**config.mk**
```make
export PLATFORM = sky130hd
export DESIGN_NAME = binomial_coefficient_engine_core
export DESIGN_NICKNAME = d
export VERILOG_FILES = /design/src/design/bce_pkg.sv /design/src/design/binomial_coefficient_engine_core.sv /design/src/design/bce_ram.sv
export SDC_FILE = /design/constraint.sdc
export NUM_CORES = 2
export LEC_CHECK = 0
export BUFFER_PORTS_ARGS = -buffer_cell sky130_fd_sc_hd__buf_2
export CORE_MARGIN = 10
export CORE_UTILIZATION = 65
export CTS_CLUSTER_SIZE = 10
export DETAILED_ROUTE_END_ITERATION = 10
export HOLD_SLACK_MARGIN = 0.05
export PLACE_DENSITY_LB_ADDON = 0.05
export SYNTH_ARGS = -nofsm -noshare
export SYNTH_HDL_FRONTEND = slang
export SYNTH_HIERARCHICAL = 1
export SYNTH_SLANG_ARGS = --single-unit
```
**constraint.sdc**
```tcl
create_clock -name aclk -period 9 [get_ports aclk]
set_input_delay 1.35 -clock aclk [delete_from_list [all_inputs] [get_ports aclk]]
set_output_delay 1.35 -clock aclk [all_outputs]
set_load 0.03 [all_outputs]
```
**src/design/bce_pkg.sv**
```systemverilog
// Shared types, constants and helpers for the binomial coefficient engine.
// Holds the request and response word types and the saturating adder.
// No dependencies.
`default_nettype none

package bce_pkg;

    // Largest total count the scratch row can hold.
    localparam int MAX_N      = 63;
    localparam int ROW_DEPTH  = MAX_N + 1;
    localparam int ROW_ADDR_W = $clog2(ROW_DEPTH);
    localparam int COUNT_W    = 6;
    localparam int COEF_W     = 31;
    localparam int STATUS_W   = 2;

    localparam logic [COEF_W-1:0] COEF_MAX = {COEF_W{1'b1}};
    localparam logic [COEF_W-1:0] COEF_ONE = COEF_W'(1);

    // Status codes
    localparam logic [STATUS_W-1:0] STATUS_OK       = 2'd0;
    localparam logic [STATUS_W-1:0] STATUS_OVERFLOW = 2'd1;
    localparam logic [STATUS_W-1:0] STATUS_INVALID  = 2'd2;

    typedef struct packed {
        logic [COUNT_W-1:0] total_count;
        logic [COUNT_W-1:0] choose_count;
    } bce_req_t;

    typedef struct packed {
        logic [COEF_W-1:0]   coefficient;
        logic [STATUS_W-1:0] status;
    } bce_rsp_t;

    // Add two coefficients, clamping at the largest representable value.
    function automatic logic [COEF_W-1:0] sat_add(input logic [COEF_W-1:0] a,
                                                  input logic [COEF_W-1:0] b);
        logic [COEF_W:0] sum;
        sum = {1'b0, a} + {1'b0, b};
        return sum[COEF_W] ? COEF_MAX : sum[COEF_W-1:0];
    endfunction

endpackage

`default_nettype wire

```
**src/design/binomial_coefficient_engine_core.sv**
```systemverilog
// Binomial coefficient engine: C(n,m) by Pascal's rule over a scratch row RAM.
// Each row i is built by a prime step (diagonal entry and first read), a fetch step
// when any column is to be summed, then one add step per column from min(i-1,m) down
// to 1. A choose count above total goes straight to the result. One request at a time,
// paced by the single adder and read port.
// Reset (aresetn, synchronous): sequencer and output valid cleared; RAM not.
`default_nettype none

module binomial_coefficient_engine_core
    import bce_pkg::*;
(
    input  wire logic     aclk,
    input  wire logic     aresetn,
    input  wire logic     s_valid,
    output logic          s_ready,
    input  wire bce_req_t s_data,
    output logic          m_valid,
    input  wire logic     m_ready,
    output bce_rsp_t      m_data
);

    typedef enum logic [6:0] {
        ST_IDLE  = 7'b0000001,
        ST_INIT  = 7'b0000010,
        ST_PRIME = 7'b0000100,
        ST_FETCH = 7'b0001000,
        ST_ADD   = 7'b0010000,
        ST_RDRES = 7'b0100000,
        ST_EMIT  = 7'b1000000
    } state_t;

    state_t state_reg, state_next;
    logic [COUNT_W-1:0] n_reg, n_next;
    logic [COUNT_W-1:0] m_reg, m_next;
    logic [COUNT_W-1:0] i_reg, i_next;
    logic [COUNT_W-1:0] k_reg, k_next;
    logic [COEF_W-1:0]  hi_reg, hi_next;
    logic               bad_reg, bad_next;
    logic               m_valid_reg, m_valid_next;
    bce_rsp_t           m_data_reg, m_data_next;

    logic                  wr_en;
    logic [ROW_ADDR_W-1:0] wr_addr;
    logic [COEF_W-1:0]     wr_data;
    logic [ROW_ADDR_W-1:0] rd_addr;
    logic [COEF_W-1:0]     rd_data;

    logic               i_le_m;
    logic [COUNT_W-1:0] k_first;
    logic               out_free;

    // Scratch row of Pascal's triangle
    bce_ram #(
        .WIDTH(COEF_W),
        .DEPTH(ROW_DEPTH)
    ) u_row_ram (
        .aclk   (aclk),
        .wr_en  (wr_en),
        .wr_addr(wr_addr),
        .wr_data(wr_data),
        .rd_addr(rd_addr),
        .rd_data(rd_data)
    );

    assign s_ready  = (state_reg == ST_IDLE);
    assign m_valid  = m_valid_reg;
    assign m_data   = m_data_reg;
    assign out_free = !m_valid_reg || m_ready;

    // First column to sum on row i; column i itself is set to one when in range
    assign i_le_m  = (i_reg <= m_reg);
    assign k_first = i_le_m ? (i_reg - COUNT_W'(1)) : m_reg;

    // Sequencer
    always_comb begin
        state_next   = state_reg;
        n_next       = n_reg;
        m_next       = m_reg;
        i_next       = i_reg;
        k_next       = k_reg;
        hi_next      = hi_reg;
        bad_next     = bad_reg;
        m_valid_next = m_valid_reg;
        m_data_next  = m_data_reg;
        wr_en        = 1'b0;
        wr_addr      = ROW_ADDR_W'(k_reg);
        wr_data      = sat_add(hi_reg, rd_data);
        rd_addr      = ROW_ADDR_W'(m_reg);

        if (m_valid_reg && m_ready) begin
            m_valid_next = 1'b0;
        end

        unique case (state_reg)
            ST_IDLE: begin
                if (s_valid) begin
                    n_next   = s_data.total_count;
                    m_next   = s_data.choose_count;
                    bad_next = (s_data.choose_count > s_data.total_count);
                    state_next = (s_data.choose_count > s_data.total_count)
                                 ? ST_EMIT : ST_INIT;
                end
            end
            ST_INIT: begin
                // row 0
                wr_en   = 1'b1;
                wr_addr = '0;
                wr_data = COEF_ONE;
                i_next  = COUNT_W'(1);
                state_next = (n_reg == '0) ? ST_RDRES : ST_PRIME;
            end
            ST_PRIME: begin
                // diagonal entry of this row, and first read
                wr_en   = i_le_m;
                wr_addr = ROW_ADDR_W'(i_reg);
                wr_data = COEF_ONE;
                rd_addr = ROW_ADDR_W'(k_first);
                k_next  = k_first;
                if (k_first != '0) begin
                    state_next = ST_FETCH;
                end else if (i_reg == n_reg) begin
                    state_next = ST_RDRES;
                end else begin
                    i_next = i_reg + COUNT_W'(1);
                end
            end
            ST_FETCH: begin
                hi_next    = rd_data;
                rd_addr    = ROW_ADDR_W'(k_reg - COUNT_W'(1));
                state_next = ST_ADD;
            end
            ST_ADD: begin
                // row[k] = row[k] + row[k-1]; row[k-1] carried to next column
                wr_en   = 1'b1;
                hi_next = rd_data;
                rd_addr = ROW_ADDR_W'(k_reg - COUNT_W'(2));
                k_next  = k_reg - COUNT_W'(1);
                if (k_reg == COUNT_W'(1)) begin
                    if (i_reg == n_reg) begin
                        state_next = ST_RDRES;
                    end else begin
                        i_next     = i_reg + COUNT_W'(1);
                        state_next = ST_PRIME;
                    end
                end
            end
            ST_RDRES: begin
                state_next = ST_EMIT;
            end
            ST_EMIT: begin
                // rd_data holds row[m] while waiting for the output slot
                if (out_free) begin
                    m_valid_next = 1'b1;
                    if (bad_reg) begin
                        m_data_next.coefficient = '0;
                        m_data_next.status      = STATUS_INVALID;
                    end else begin
                        m_data_next.coefficient = rd_data;
                        m_data_next.status      = (rd_data == COEF_MAX)
                                                  ? STATUS_OVERFLOW : STATUS_OK;
                    end
                    state_next = ST_IDLE;
                end
            end
            default: begin
                state_next = ST_IDLE;
            end
        endcase
    end

    // Control registers
    always_ff @(posedge aclk) begin
        if (!aresetn) begin
            state_reg   <= ST_IDLE;
            m_valid_reg <= 1'b0;
        end else begin
            state_reg   <= state_next;
            m_valid_reg <= m_valid_next;
        end
    end

    // Datapath registers
    always_ff @(posedge aclk) begin
        n_reg      <= n_next;
        m_reg      <= m_next;
        i_reg      <= i_next;
        k_reg      <= k_next;
        hi_reg     <= hi_next;
        bad_reg    <= bad_next;
        m_data_reg <= m_data_next;
    end

endmodule

`default_nettype wire

```
**src/design/bce_ram.sv**
```systemverilog
// Generic simple dual-port RAM: one write port, one read port, registered read.
// No dependencies.
`default_nettype none

module bce_ram #(
    parameter int WIDTH  = 32,
    parameter int DEPTH  = 64,
    parameter int ADDR_W = $clog2(DEPTH)
) (
    input  wire logic              aclk,
    input  wire logic              wr_en,
    input  wire logic [ADDR_W-1:0] wr_addr,
    input  wire logic [WIDTH-1:0]  wr_data,
    input  wire logic [ADDR_W-1:0] rd_addr,
    output logic      [WIDTH-1:0]  rd_data
);

    logic [WIDTH-1:0] mem [DEPTH];

    // Write port and registered read port
    always_ff @(posedge aclk) begin
        if (wr_en) begin
            mem[wr_addr] <= wr_data;
        end
        rd_data <= mem[rd_addr];
    end

endmodule

`default_nettype wire

```
======== After elaboration in Yosys (flattened, before gate mapping) ========
Memories as Yosys holds them, arrays and structs flattened. A register that Yosys moved wholly into a read port is not among the register bits.
Index checks and enable logic that the tools add are counted.
Widths: inputs -> output; s select.
cells by class
  $lt $le $gt $ge ......................... 2
  muxes and demuxes ....................... 26
  equal/unequal tests ..................... 15
  add/sub/neg operators ................... 5
  reduce and logical (&&, ||, !) cells .... 14
operators by type and width
  kind                  count
  $mux 31               2
  $pmux 7 s7            1
  $mux 7                6
  $mux 6                6
  $pmux 6 s3            2
  $add 31x31->32        1
  $eq 31x31->1 const B  1
  $pmux 6 s2            2
  $sub 6x1->6 const B   2
  $ne 2x2->1 const B    4
  $eq 7x1->1 const B    1
  $eq 7x2->1 const B    1
  $eq 7x3->1 const B    1
  $eq 7x4->1 const B    1
  $eq 7x5->1 const B    1
  $eq 7x6->1 const B    1
  $eq 7x7->1 const B    1
  $add 6x1->6 const B   1
  $eq 6x1->1 const B    1
  $eq 6x6->1            1
  $gt 6x6->1            1
  $le 6x6->1            1
  $logic_not 6->1       1
  $mux 1                6
  13 further kinds      16
storage, ports and cells
  memories kept ........................... 1
  output and inout port bits .............. 35
  logic and storage cells ................. 73
  bits in writable memories ............... 1,984
  register bits after elaboration ......... 97
  input bits .............................. 16
memories
  name           depth  width  read ports  clocked after memory_dff  write ports  RTL line       RTL
  u_row_ram.mem  64     31     1           1                         1            bce_ram.sv:18  logic [WIDTH-1:0] mem [DEPTH];

======== Depth between registers and ports, before layout ========
  word-level depth ........................ 5
  gate-level depth with buffers ........... 21
  depth with buffers taken out ............ 14

======== Cells and area by module ========
Netlist, hierarchy kept.
modules (own cells, without submodules)
  module                            cells an instance  area each (um^2)  times used  sequential area each (um^2)
  bce_ram                           3,418              76,305.7          1           60,197.7
  binomial_coefficient_engine_core  646                6,451.2           1           2,832.7

======== Worst setup path before layout ========
OpenSTA, ideal clock, no wires.
  path kind ............................... reg-to-reg
  from .................................... register u_row_ram.rd_data[0], read port of u_row_ram.mem
  to ...................................... memory u_row_ram/mem[0][30] (netlist name), data pin
  library setup time ...................... 0.721 ns
  period minus slack after synthesis ...... 5.498 ns
  cell stages (with the launch flop) ...... 12
  required time ........................... 8.279 ns
  setup slack ............................. 3.502 ns
  buffers on the path ..................... 0
  arrival time ............................ 4.777 ns
  path through ............................ dfxtp_1 > ha_1 > inv_1 > fa_1 > nand2b_1 > a21oi_1 > o211a_1 > a21oi_2 > o211a_1 > o221ai_2 > a2111oi_2 > a211oi_1
on the way
  cells in the longest elaborated chain, start to end .. 3
ends and longest elaborated chain
  item                RTL line                                RTL
  start: declaration  bce_ram.sv:15                           output logic [WIDTH-1:0] rd_data
  $add 31x31->32      bce_pkg.sv:38                           sum = {1'b0, a} + {1'b0, b};
  $mux 31             bce_pkg.sv:39                           return sum[COEF_W] ? COEF_MAX : sum[COEF_W-1:0];
  $mux 31             binomial_coefficient_engine_core.sv:94  unique case (state_reg)
  via wr_data[30]     binomial_coefficient_engine_core.sv:44  logic [COEF_W-1:0] wr_data;
  end: declaration    bce_ram.sv:18
The timed path passes the listed nets, and every way through them passes these cells.

======== Worst setup path in the final report ========
  from .................................... register state_reg[0]
  to ...................................... register u_row_ram.rd_data[0], read port of u_row_ram.mem
on the way
  cells in the longest elaborated chain, start to end .. 2
  elaborated cells on any way between the ends .. 4
  those cells by class .................... eq/ne: 3; mux: 1
ends and longest elaborated chain
  item                                RTL line                                 RTL
  start: declaration                  binomial_coefficient_engine_core.sv:32   state_t state_reg, state_next;
  start signal: assignment            binomial_coefficient_engine_core.sv:177  state_reg <= state_next;
  $eq 7x5->1 (tied with other cells)  binomial_coefficient_engine_core.sv:94
  $pmux 6 s3 (*)                      binomial_coefficient_engine_core.sv:94
  via rd_addr[2]                      binomial_coefficient_engine_core.sv:45   logic [ROW_ADDR_W-1:0] rd_addr;
Mark *: on every way through the listed nets, which the timed path passes. The rest lies on a longest branch.
A chain may end at the register's enable or synchronous reset.

==> results.md <==
* Crit path kind: reg2reg
* Register area share after synthesis at 0.762
* Setup Slack @ Placement at 2.41 ns
* Top_reg_cell synth: edfxtp_1
* Final WL at 217000 um
* Setup repair bufs after CTS at 0
* Crit-path max FO at 41
* Vias in the first global route at 41800
* Commonest non-fill, non-tap cell in the layout: edfxtp_1
* Area post-placement at 0.0861 mm2
* Fraction of final layout cells sized beyond drive strength 1 at 0.221
* Hpwl dp at 123000 um
* FMAX at 0.149 GHz
* Gate power share at 0.181
* Slew at the pin closest to its max-slew limit at 1.46 ns
* Status: finished, final reports clean
* Max IR drop VDD at 0.341 mV
* Syn_area_per_cell at 20.4 um2
* Setup violators final at 0
* Slew Limit Fails at 0
* Sw power at 7.48 mW
* Worst hold start: m_valid
* Gate Count Post-Synth at 4064
* Critical Path RT at 9.71 ns
* Vias post-DR at 42500
* Syn nets at 4130
* Worst-skew pair later-pin latency at 0.85 ns
* Critical Path End Type: flop
* Slew Limit Headroom at 0.0195
* Setup ws final at 2.27 ns
* Post-Syn Area at 0.0828 mm2
* Clk root buf: clkbuf_16
* Synth area leader: edfxtp_1
* Post-synth EDFFs at 2073
* Final Hold Viols at 0
* Fillers at 7119
* Flop pwr share at 0.494
* Worst hold path cell count at 2
* Initial DRT Pass Iterations at 5
* CTS HTree Levels at 4
* Iteration-0 DRC Markers at 6011
* Grt ovf at 0
* Synth warn at 6
* Util after Layout at 0.737
* Sequential cell area at 0.0630 mm2
* Setup crit start kind: flop
* Setup_tns at 0 ns
* RSZ-0062 raised after global routing: false
* Initial antenna violation count at 18
* Worst Reg-to-Reg Cells at 14
* Bufs on Longest Clock Path at 3
* Clk pwr share at 0.325
* Core area at 0.126 mm2
* Initial core utilization at 0.656
* Global-route wire length before repair at 309000 um
* Port bufs at 50
* Reg-to-reg startpoint: state_reg[0]
* Gpl congestion at 0.927
* Clock transition at path regs at 0.05 ns
* Cts bufs inserted at 231
* #FFs+latches synth at 2112
* Post-CTS Resized at 0
* Routed len/inst at 35.6 um
* Largest net degree at the start of global routing at 124
* Chip height at 377 um
* Sw Ratio at 0.285
* Pwr/cell area at 282 mW/mm2
* Num ports at 51
* CTS Hold Bufs at 0
* Static Leak at 29.7 nW
* Die footprint at 0.142 mm2
* Max reg flops at 1984
* Max Cap Viol at 0
* Synth cell types at 67
* Top post-synthesis cells by area: edfxtp_1 (75%), mux4_2 (11%), mux2i_1 (3.6%)
* Final Skew at 0.0290 ns
* Detail Route Antenna Nets at 0
* Multi-input gate area at 0.0195 mm2
* Worst setup path start: state_reg[0]
* Aggregate global-route resource usage at 0.310
* Fin crit period at 6.73 ns
* Crit share post-route at 0.748
* Final Cell Area at 0.0929 mm2
* Post-synth ARST share at 0
* Vias per cell at 6.96
* P_int at 18.7 mW
* DRC errors left at 0
* Area Growth Syn to Fin at 12.2%
* Clk sinks at 2112
* Die width at 377 um
* CTS tree: yes
* Top cell type's share of synthesized area at 0.752
* Fin nets at 4335
* Site Rows at 130
* Most frequent cells in the layout: edfxtp_1 (2073), mux4_2 (403), mux2i_1 (300)
* WP data arrival at 7.44 ns
* Hold WC Path Type: reg2reg
==> cell type report <==
cell class,count,area share
antenna,4,0.000108
inverter,29,0.00117
timing repair buffer,193,0.0153
clock inverter,13,0.00224
clock buffer,403,0.0706
tap,1650,0.0222
multi-input combinational,1702,0.210
sequential,2112,0.679
==> through the flow <==
| stage | hold slack [ns] | power [mW] | std cells |
|---|---|---|---|
| after CTS | 0.519 | 26.2 | 6102 |
| final | 0.534 | 26.2 | 6106 |
| after detailed placement | 0.528 | 17.8 | 5686 |
| after floorplan | 0.426 | 15.5 | 4064 |
| after global placement | 0.521 | 17.7 | 5684 |
| after global routing | 0.537 | 26.9 | 6103 |
==> per-layer routing <==
metal | up-vias | track usage | wire, um
met1 | 22100 | 0.435 | 79700
met4 | 10 | 0.123 | 9330
met5 | - | 0 | 68
li1 | 17400 | - | -
met2 | 2674 | 0.462 | 99700
met3 | 387 | 0.0922 | 28300
==> worst max-delay path, stage by stage, from the launching register on <==
cell	delay, ns
dfxtp_1	0.34
nor3_1	0.28
and2_1	0.24
nand3b_1	0.49
nand2_2	0.98
mux2_2	0.42
nor2_1	0.17
a21oi_4	0.07
buf_4	0.25
nor2b_4	0.57
buf_4	0.69
a22oi_1	0.18
a31oi_1	0.79
o21ai_0	0.74
and3_1	0.36
==> cell usage after synthesis, drive strengths merged (4+ instances only) <==
cell type,instances
nand4b,4
and4,6
dfxtp,39
clkbuf,99
nor2b,42
mux4,403
edfxtp,2073
and3,27
a21o,44
nand3,16
nor2,122
xor2,24
a21oi,77
o221ai,6
a211oi,9
buf,122
a31oi,59
and2,10
a22oi,107
nand2,52
ha,49
o21a,10
mux2,9
inv,29
nand2b,10
o21ai,83
xnor2,22
nand3b,8
nor3,17
mux2i,300
or3,5
nor4,4
nand4,19
o22ai,88
o31ai,26
nor3b,4
==> power groups by stage <==
stage                     clock network (mW)  logic [mW]  registers (mW)
after floorplan                            0        2.44            13.1
after global placement                     0        4.56            13.1
after detailed placement                   0        4.67            13.1
after CTS                               8.61        4.68            12.9
after global routing                    9.01        4.96            12.9
final                                   8.52        4.74            12.9
==> worst paths after layout <==
kind                     endpoint  slack [ns]
max          u_row_ram/rd_data[0]        2.27
min                       m_valid        0.53
min reg2reg               m_valid        0.53
max reg2reg  u_row_ram/rd_data[0]        2.27
==> cells by family after synthesis <==
logic type	count (synthesis)	share of synthesized area
flip-flops	2112	0.762
multiplexers	712	0.147
AO/OA/AOI/OAI	537	0.0426
AND/OR/NAND/NOR	357	0.0220
buffers and inverters	250	0.0140
adder cells (fa/ha/maj)	50	0.00765
XOR/XNOR	46	0.00487
No activity file was read; power rests on OpenSTA's default activity.
